<file path="src/leb128_stream_decoder_macros.svh">
// assertion macros shared by the leb128 stream decoder rtl
// depends on a clock named clk and a synchronous reset named rst in the using module
`ifndef LEB128_STREAM_DECODER_MACROS_SVH
`define LEB128_STREAM_DECODER_MACROS_SVH

`ifndef SYNTHESIS

`define LEB_ASSERT(lbl, prop) \
  lbl: assert property (@(posedge clk) disable iff (rst) (prop)) \
    else $error("leb128 decoder check failed");

`define LEB_ASSERT_MSG(lbl, prop, msg) \
  lbl: assert property (@(posedge clk) disable iff (rst) (prop)) \
    else $error(msg);

`else

`define LEB_ASSERT(lbl, prop)

`define LEB_ASSERT_MSG(lbl, prop, msg)

`endif

`endif

</file>
<file path="src/leb_pkg.sv">
// types, constants and helpers for the leb128 stream decoder
// no dependencies
package leb_pkg;

  localparam int QUEUE_DEPTH = 2;

  localparam logic [1:0] MODE_U32 = 2'd0;
  localparam logic [1:0] MODE_S32 = 2'd1;
  localparam logic [1:0] MODE_U64 = 2'd2;
  localparam logic [1:0] MODE_S64 = 2'd3;

  localparam logic [3:0] LIMIT_32 = 4'd5;
  localparam logic [3:0] LIMIT_64 = 4'd10;

  typedef struct packed {
    logic [1:0] func;
    logic [7:0] data_byte;
    logic       end_of_data;
  } in_item_t;

  typedef struct packed {
    logic [63:0] value;
    logic        error;
    logic [3:0]  bytes_used;
  } out_item_t;

  // one classified byte on its way from front to back
  typedef struct packed {
    logic [6:0] payload;
    logic [3:0] pos;
    logic [1:0] mode;
    logic       done;
    logic       err;
  } mid_t;

  // bit position 7*n
  function automatic logic [6:0] pos7(input logic [3:0] n);
    return {n, 3'b000} - {3'b000, n};
  endfunction

endpackage

</file>
<file path="src/leb_front.sv">
// front end: accepts bytes, tracks byte count and mode, classifies each byte
// depends on leb_pkg
`include "leb128_stream_decoder_macros.svh"

module leb_front (
  input  logic            clk,
  input  logic            rst,
  input  logic            push,
  output logic            full,
  input  leb_pkg::in_item_t item,
  input  logic            q_full,
  output logic            q_wr,
  output leb_pkg::mid_t   q_data
);
  import leb_pkg::*;

  logic [3:0] cnt;
  logic [3:0] cnt_next;
  logic [1:0] mode;
  logic [1:0] mode_eff;
  logic [3:0] cnt1;
  logic [3:0] limit;
  logic       done;
  logic       err;

  assign full = q_full;
  assign q_wr = push && !q_full;

  always_comb begin
    mode_eff = (cnt == 4'd0) ? item.func : mode;
    limit    = mode_eff[1] ? LIMIT_64 : LIMIT_32;
    cnt1     = cnt + 4'd1;
    done     = !item.data_byte[7] || (cnt1 >= limit);
    err      = !done && item.end_of_data;
    cnt_next = (done || err) ? 4'd0 : cnt1;
  end

  always_comb begin
    q_data.payload = item.data_byte[6:0];
    q_data.pos     = cnt;
    q_data.mode    = mode_eff;
    q_data.done    = done;
    q_data.err     = err;
  end

  always_ff @(posedge clk) begin
    if (rst) begin
      cnt  <= 4'd0;
      mode <= MODE_U32;
    end else if (q_wr) begin
      cnt  <= cnt_next;
      mode <= mode_eff;
    end
  end

  `LEB_ASSERT_MSG(a_cnt_range, cnt <= 4'd9, "byte count past 64-bit limit")
  `LEB_ASSERT_MSG(a_cnt_32, !(cnt != 4'd0 && !mode[1] && cnt > 4'd4),
                  "byte count past 32-bit limit")

endmodule

</file>
<file path="src/leb_queue.sv">
// short queue of classified bytes between front and back
// depends on leb_pkg
`include "leb128_stream_decoder_macros.svh"

module leb_queue #(
  parameter int DEPTH = leb_pkg::QUEUE_DEPTH
) (
  input  logic          clk,
  input  logic          rst,
  input  logic          wr,
  input  leb_pkg::mid_t wdata,
  output logic          q_full,
  input  logic          rd,
  output logic          q_empty,
  output leb_pkg::mid_t rdata
);
  import leb_pkg::*;

  localparam int PW = (DEPTH > 1) ? $clog2(DEPTH) : 1;
  localparam int CW = $clog2(DEPTH + 1);
  localparam logic [PW-1:0] LAST = PW'(DEPTH - 1);

  mid_t          slots [DEPTH];
  logic [PW-1:0] wptr;
  logic [PW-1:0] rptr;
  logic [CW-1:0] cnt;

  assign q_full  = (cnt == CW'(DEPTH));
  assign q_empty = (cnt == '0);
  assign rdata   = slots[rptr];

  always_ff @(posedge clk) begin
    if (wr) begin
      slots[wptr] <= wdata;
    end
  end

  always_ff @(posedge clk) begin
    if (rst) begin
      wptr <= '0;
      rptr <= '0;
      cnt  <= '0;
    end else begin
      if (wr) begin
        wptr <= (wptr == LAST) ? '0 : wptr + PW'(1);
      end
      if (rd) begin
        rptr <= (rptr == LAST) ? '0 : rptr + PW'(1);
      end
      if (wr && !rd) begin
        cnt <= cnt + CW'(1);
      end else if (rd && !wr) begin
        cnt <= cnt - CW'(1);
      end
    end
  end

  `LEB_ASSERT(a_q_fill, (wr && !rd) |=> cnt == $past(cnt) + CW'(1))
  `LEB_ASSERT(a_q_drain, (rd && !wr) |=> cnt == $past(cnt) - CW'(1))

endmodule

</file>
<file path="src/leb_back.sv">
// back end: accumulates payload, finishes numbers, holds the result register
// depends on leb_pkg
`include "leb128_stream_decoder_macros.svh"

module leb_back (
  input  logic              clk,
  input  logic              rst,
  input  logic              q_empty,
  input  leb_pkg::mid_t     q_data,
  output logic              rd,
  output logic              empty,
  input  logic              pop,
  output leb_pkg::out_item_t result
);
  import leb_pkg::*;

  logic [63:0] acc;
  logic [63:0] acc_next;
  logic [3:0]  cnt1;
  logic [6:0]  top;
  logic [63:0] v;
  logic [63:0] fin;
  logic        ext;
  logic        finish;
  logic        res_valid;
  logic        slot_free;
  out_item_t   res;
  out_item_t   res_next;

  always_comb begin
    acc_next = ((q_data.pos == 4'd0) ? 64'd0 : acc) |
               ({57'd0, q_data.payload} << pos7(q_data.pos));
    cnt1 = q_data.pos + 4'd1;
    top  = pos7(cnt1) - 7'd1;
    v    = q_data.mode[1] ? acc_next : {32'd0, acc_next[31:0]};
    // signed modes extend from the last payload bit when it lies below the top bit
    ext  = q_data.mode[0] && (q_data.mode[1] ? (cnt1 <= 4'd9) : (cnt1 <= 4'd4));
    fin  = v;
    if (ext && |(v & (64'd1 << top))) begin
      fin = v | (~64'd0 << top);
      if (!q_data.mode[1]) begin
        fin[63:32] = 32'd0;
      end
    end
    res_next.value      = q_data.done ? fin : 64'd0;
    res_next.error      = !q_data.done;
    res_next.bytes_used = cnt1;
  end

  assign finish    = q_data.done || q_data.err;
  assign slot_free = !res_valid || pop;
  assign rd        = !q_empty && (!finish || slot_free);
  assign empty     = !res_valid;
  assign result    = res;

  always_ff @(posedge clk) begin
    if (rd) begin
      acc <= acc_next;
    end
    if (rd && finish) begin
      res <= res_next;
    end
  end

  always_ff @(posedge clk) begin
    if (rst) begin
      res_valid <= 1'b0;
    end else if (rd && finish) begin
      res_valid <= 1'b1;
    end else if (pop) begin
      res_valid <= 1'b0;
    end
  end

  `LEB_ASSERT_MSG(a_err_zero, (res_valid && res.error) |-> res.value == 64'd0,
                  "error result with nonzero value")
  `LEB_ASSERT_MSG(a_used_range,
                  res_valid |-> (res.bytes_used >= 4'd1 && res.bytes_used <= 4'd10),
                  "bytes used out of range")

endmodule

</file>
<file path="src/leb128_stream_decoder.sv">
// LEB128 stream decoder: takes one encoded byte per cycle, while full is low, through a
// queue-style push/full port and returns one result per integer, finished or cut off by
// end_of_data, through an empty/pop port. The mode (u32, s32, u64, s64) comes from func
// on the first byte of each number. A byte is classified in the cycle it is pushed,
// waits in a short queue (QDEPTH entries) and is folded into the accumulator by the back
// end; a result is written from the queue slot into the result register once nothing
// waits ahead of it. A single result register feeds the output; while a result sits
// unpopped the back end can still absorb continuation bytes, and the front keeps taking
// bytes until the queue fills.
// Depends on leb_pkg, leb_front, leb_queue and leb_back.
module leb128_stream_decoder #(
  parameter int QDEPTH = leb_pkg::QUEUE_DEPTH
) (
  input  logic               clk,
  input  logic               rst,
  input  logic               push,
  output logic               full,
  input  leb_pkg::in_item_t  item,
  output logic               empty,
  input  logic               pop,
  output leb_pkg::out_item_t result
);
  import leb_pkg::*;

  logic q_full;
  logic q_wr;
  logic q_empty;
  logic q_rd;
  mid_t q_wdata;
  mid_t q_rdata;

  leb_front u_front (
    .clk    (clk),
    .rst    (rst),
    .push   (push),
    .full   (full),
    .item   (item),
    .q_full (q_full),
    .q_wr   (q_wr),
    .q_data (q_wdata)
  );

  leb_queue #(
    .DEPTH (QDEPTH)
  ) u_queue (
    .clk     (clk),
    .rst     (rst),
    .wr      (q_wr),
    .wdata   (q_wdata),
    .q_full  (q_full),
    .rd      (q_rd),
    .q_empty (q_empty),
    .rdata   (q_rdata)
  );

  leb_back u_back (
    .clk     (clk),
    .rst     (rst),
    .q_empty (q_empty),
    .q_data  (q_rdata),
    .rd      (q_rd),
    .empty   (empty),
    .pop     (pop),
    .result  (result)
  );

endmodule

</file>
<file path="config.mk">
export PLATFORM = sky130hd
export DESIGN_NAME = leb128_stream_decoder
export DESIGN_NICKNAME = d
export VERILOG_FILES = /design/src/leb_pkg.sv /design/src/leb_front.sv /design/src/leb_queue.sv /design/src/leb_back.sv /design/src/leb128_stream_decoder.sv
export VERILOG_INCLUDE_DIRS = /design/src /design/src/src
export SDC_FILE = /design/constraint.sdc
export NUM_CORES = 1
export LEC_CHECK = 0
export ABC_AREA = 1
export BUFFER_PORTS_ARGS = -buffer_cell sky130_fd_sc_hd__buf_2
export CORE_ASPECT_RATIO = 0.5
export CORE_UTILIZATION = 40
export CTS_CLUSTER_DIAMETER = 200
export DETAILED_ROUTE_END_ITERATION = 8
export MAX_ROUTING_LAYER = met4
export PLACE_DENSITY = 0.65
export SKIP_LAST_GASP = 1
export SYNTH_ARGS = -nofsm -noshare
export SYNTH_HDL_FRONTEND = slang
export SYNTH_HIERARCHICAL = 1
export SYNTH_SLANG_ARGS = --single-unit
</file>
<file path="constraint.sdc">
create_clock -name clk -period 5.9 [get_ports clk]
set_input_delay 0.885 -clock clk [delete_from_list [all_inputs] [get_ports clk]]
set_output_delay 0.885 -clock clk [all_outputs]
set_load 0.005 [all_outputs]
</file>
* Word level (Yosys, flattened, before mapping)
Memories as Yosys holds them, arrays and structs flattened. A register that Yosys moved wholly into a read port is not among the register bits.
Cells that the tools add are included.
** Word-level totals
- Register bits after elaboration :: 144
- Latch bits :: 0
- Bits in writable memories :: 30
- ROM bits :: 0
- Input bits :: 15
- Output and inout port bits :: 71
- Memories :: 1
** Memories
- u_queue.slots :: words 2, width 15, rd ports 1, clocked after memory_dff 1, wr ports 1, line leb_queue.sv:23 : mid_t slots [DEPTH];
** Cells by class
- $add $sub $neg :: 9
- $mul :: 0
- Div/mod/pow operators :: 0
- Magnitude comparators :: 3
- Eq/ne operators :: 1
- Shifts and indexed selects :: 3
- Mux-type cells :: 18
- Bitwise logic cells :: 3
- Reductions and logical operators :: 28
** Operator list (count)
- $mux 64 :: 3
- $or 64x64->64 :: 2
- $and 64x64->64 :: 1
- $reduce_or 64->1 :: 1
- $shl 1x7->64 const A :: 1
- $shl 64x7->64 const A :: 1
- $shl 7x7->64 :: 1
- $mux 32 :: 1
- $sub 7x4->7 :: 2
- $logic_not 1->1 :: 9
- $mux 1 :: 9
- $add 4x1->4 const B :: 2
- $logic_and 1x1->1 :: 8
- $logic_not 4->1 :: 2
- $mux 4 :: 2
- $sub 7x1->7 const B :: 1
- $mux 2 :: 3
- $logic_or 1x1->1 :: 5
- $ge 4x4->1 :: 1
- $le 4x3->1 const B :: 1
- $le 4x4->1 const B :: 1
- $reduce_bool 2->1 :: 2
- $add 1x1->1 const B :: 2
- $add 2x1->2 const B :: 1
- 3 further kinds :: 3

* Longest topological paths before layout
- Depth in word-level cells :: 9
- Depth in mapped cells :: 27

* By module
The synthesis kept the hierarchy.
** By module, submodules not included
- leb_back :: times used 1, cells each 1126, area an instance 8536.9 sq um
- leb_queue :: times used 1, cells each 80, area an instance 1365.1 sq um
- leb_front :: times used 1, cells each 79, area an instance 538.0 sq um

* Least setup slack after synthesis
OpenSTA, ideal clock, no wires.
- Path kind :: reg-to-reg
- Start point :: register (tool-made name)
- End point :: register u_back.res, in the netlist u_back/result[0], enable pin
- Library setup time :: 424 ps
- Data arrival time :: 5942 ps
- Required time :: 5476 ps
- Path slack :: -466 ps
- Stages on the path, launching flop included :: 7
- Path buffers :: 1
- Period minus slack after synthesis :: 6366 ps
- Cell sequence :: dfxtp_1 -> buf_6 -> mux2_2 -> or2_2 -> a21oi_1 -> nand2_1 -> inv_1
** RTL lines
- end signal, assigned :: line leb_back.sv:61 : res <= res_next;
- end, declared :: line leb_back.sv:27 : out_item_t res;

==> impl_metrics.json <==
{
  "worstSkewPairLatency_ns": 0.45,
  "htreeDepth": 4,
  "drive_gt1_share_pct": 14.6,
  "cp.required_ns": 6.15,
  "worstPathArrival_ns": 5.54,
  "synth.avg_cell_area_um2": 8.12,
  "grt_start_max_net_pins": 67,
  "cts_hold_buf": 0,
  "grt_setup_unrepaired": "false",
  "wl_um": 37600,
  "slowest_delay_ns": 0.59,
  "min_path_type": "reg -> reg",
  "design.core.area_um2": 25400,
  "drc_errors": 0,
  "gr-total-overflow": 0,
  "drtIter0Drc": 1364,
  "slew_violations": 0,
  "regToRegSetupSlack_ns": 0.61,
  "skew_ns": 0.0134,
  "critPathMaxFanout": 64,
  "antenna_cells": 0,
  "numCtsBuffers": 17,
  "grt_pass1_wl_um": 54900,
  "cts_tree": "yes",
  "path_clk_slew_ns": 0.07,
  "synth_nets": 1315,
  "die_w_um": 230,
  "cap_violations": 0,
  "min_from": "u_queue/wptr",
  "fmax_ghz": 0.189,
  "synthesis.yosys.warnings": 6,
  "reg2reg_to": "u_back/result[6]",
  "via_per_inst": 5.63,
  "cts_sinks": 175,
  "cp_cell_sequence": "mux2_2 -> inv_2 -> ha_1 -> inv_2 -> ha_1 -> inv_1 -> nor2_2 -> inv_1 -> nor2_1 -> nand2_1 -> nor2_1 -> nand2_1 -> nand4_1 -> nor2_1 -> nand2_1 -> nor2_2 -> nand3_4 -> buf_12 -> nand3_1 -> a21oi_1",
  "cts_setup_buffers": 0,
  "critPathCaptureType": "register",
  "dp_hpwl_um": 27700,
  "ys_ff_latch": 175,
  "period_needed_ns": 5.29,
  "numPortBuffers": 85,
  "synth_area_um2": 10400,
  "finalSetupViolations": 0,
  "finalHoldViolCount": 0,
  "hold_depth": 2,
  "synth_seq_area_share_pct": 49.2,
  "die_area_um2": 26800,
  "avgRoutedWirePerCell_um": 22.3,
  "fin_nets": 1357,
  "vias": 9474,
  "area_growth_pct": 11.6,
  "worst_slew_pin_slew_ns": 0.971,
  "cts.repair.resized": 0,
  "io_pins": 86,
  "r2r_cells": 20,
  "worst-setup-path-type": "reg -> reg",
  "slew_headroom_pct": 35.3,
  "syn_inst": 1285,
  "antenna_found_initial": 0,
  "start_util_pct": 41.1,
  "period_share_pct": 89.6,
  "synth.distinct_cells": 40,
  "grt_pass1_vias": 8548,
  "holdPathEnd": "u_queue/wptr",
  "place_congestion": 1.07,
  "clock_path_buffers": 2,
  "critPathLaunchType": "register",
  "root_buffer": "clkbuf_16",
  "ant_nets": 0,
  "drt-pass1-iter-count": 5,
  "rows": 41,
  "final.setup.tns_ns": 0,
  "crit_slowest_cell": "ha_1",
  "dieHeight_um": 116,
  "status": "finished clean",
  "grtUsageTotal_pct": 29.3
}
-- layout make-up --
cell class	count	area (µm²)
timing repair buffer	108	636
clock buffer	17	425
clock inverter	15	168
tap	344	430
multi-input combinational	907	4420
inverter	118	445
fill	2584	13700
sequential	175	5130
-- cells in the mapped netlist --
| cell type | n | area share, % |
|---|---|---|
| nor3_1 | 26 | 1.2 |
| nand4_1 | 23 | 1.4 |
| o21bai_1 | 1 | 0.072 |
| ha_1 | 15 | 1.8 |
| inv_2 | 14 | 0.50 |
| xor2_2 | 4 | 0.62 |
| inv_4 | 1 | 0.060 |
| nor2_1 | 123 | 4.4 |
| inv_1 | 100 | 3.6 |
| nand3_1 | 174 | 8.3 |
| mux2_2 | 5 | 0.54 |
| dfxtp_1 | 12 | 2.3 |
| nand2_1 | 342 | 12 |
| xor2_1 | 1 | 0.084 |
| nand2_4 | 1 | 0.11 |
| buf_1 | 3 | 0.11 |
| nand3_4 | 2 | 0.34 |
| mux2_4 | 10 | 1.4 |
| nor2_2 | 4 | 0.24 |
| clkbuf_1 | 44 | 1.6 |
| o21ai_1 | 37 | 1.8 |
| o21a_1 | 1 | 0.072 |
| buf_2 | 14 | 0.67 |
| o21ai_0 | 7 | 0.34 |
| a211oi_1 | 1 | 0.072 |
| a31oi_1 | 6 | 0.36 |
| nand2_2 | 5 | 0.30 |
| a21oi_4 | 1 | 0.16 |
| buf_6 | 9 | 0.97 |
| a21oi_1 | 108 | 5.2 |
| buf_4 | 14 | 1.0 |
| xnor2_1 | 1 | 0.084 |
| nand3_2 | 4 | 0.38 |
| buf_12 | 1 | 0.19 |
| nor2_4 | 1 | 0.11 |
| or2_2 | 1 | 0.060 |
| clkinv_1 | 3 | 0.11 |
| o31ai_1 | 1 | 0.072 |
| nand3b_1 | 2 | 0.14 |
| edfxtp_1 | 163 | 47 |
-- worst max-delay path: cells and delay by family (launching register included) --
| kind | cells | cell delay, ns |
|---|---|---|
| DFF | 1 | 0.45 |
| AOI/OAI and AO/OA | 1 | 0.33 |
| muxes | 1 | 0.50 |
| and+or+nand+nor | 11 | 1.48 |
| buffers and inverters | 5 | 1.22 |
| adders and majority gates | 2 | 1.06 |
-- layer usage --
layer | GRT usage (%) | up-vias | wire length [µm]
met1 | 40.5 | 4546 | 17000
met4 | 10.8 | 0 | 1040
li1 | - | 4385 | -
met3 | 9.84 | 69 | 4420
met2 | 39.4 | 474 | 15100
met5 | - | - | 0
-- how the worst max path moves through the flow --
stage	to	slack [ns]	start	depth (start not counted)
6_report	u_back/result[6]	0.61	register	20
5_1_grt	u_back/result[6]	0.23	register	20
4_1_cts	u_back/result[6]	0.57	register	20
3_5_place_dp	u_back/result[6]	0.60	register	20
3_3_place_gp	u_back/result[6]	0.73	register	20
2_1_floorplan	u_back/result[0]	0.90	register	6
-- cells in the final DEF (no fill, tap or decap), types with 2 or more instances in the layout --
| cell type | count |
|---|---|
| clkbuf_16 | 17 |
| mux2_2 | 5 |
| buf_2 | 85 |
| a21oi_4 | 2 |
| bufinv_16 | 3 |
| buf_4 | 20 |
| mux2_4 | 10 |
| nand3_4 | 2 |
| clkinv_1 | 6 |
| buf_12 | 3 |
| nand2_1 | 342 |
| nor2_2 | 5 |
| nand3b_1 | 2 |
| inv_1 | 98 |
| inv_6 | 2 |
| o21ai_0 | 7 |
| edfxtp_1 | 163 |
| a21oi_1 | 107 |
| nand3_1 | 174 |
| nand4_1 | 23 |
| a31oi_1 | 5 |
| dfxtp_1 | 12 |
| nand2_2 | 5 |
| ha_1 | 15 |
| xor2_2 | 4 |
| nor3_1 | 26 |
| nand3_2 | 4 |
| o21ai_1 | 37 |
| clkinv_2 | 4 |
| clkinv_4 | 2 |
| nor2_1 | 122 |
| inv_2 | 16 |
-- through the flow --
stage / util [%] / worst slack (ns) / area [µm²] / hold WS [ns] / std cells
floorplan: - / 0.897 / 10400 / 0.481 / 1285
global placement: 43.6 / 0.726 / 11100 / 0.499 / 1652
detailed placement: 43.6 / 0.604 / 11100 / 0.504 / 1652
CTS: 45.9 / 0.567 / 11700 / 0.515 / 1684
global route: 45.9 / 0.231 / 11700 / 0.551 / 1684
finish: 45.9 / 0.612 / 11700 / 0.516 / 1684
-- cell families after synthesis --
logic type | after synthesis | synth area share (%)
XOR/XNOR | 6 | 0.791
flip-flops | 175 | 49.2
buffers and inverters | 203 | 8.80
multiplexers | 15 | 1.98
AND/OR/NAND/NOR | 708 | 29.4
AO/OA/AOI/OAI | 163 | 8.09
adder cells (fa/ha/maj) | 15 | 1.80
-- flip-flops by register name (all words and copies together), names as in the netlist, named ones only --
name / cells
u_back/result: 69
u_queue/wptr: 1
u_front/cnt: 4
u_queue/cnt: 2
u_queue/slots: 30
u_back/res_valid: 1
u_back/acc: 64
u_queue/rptr: 1
u_front/mode: 2
Power is not shown: default switching activity piles up to over one toggle a cycle in this logic, so the estimate is an artifact.
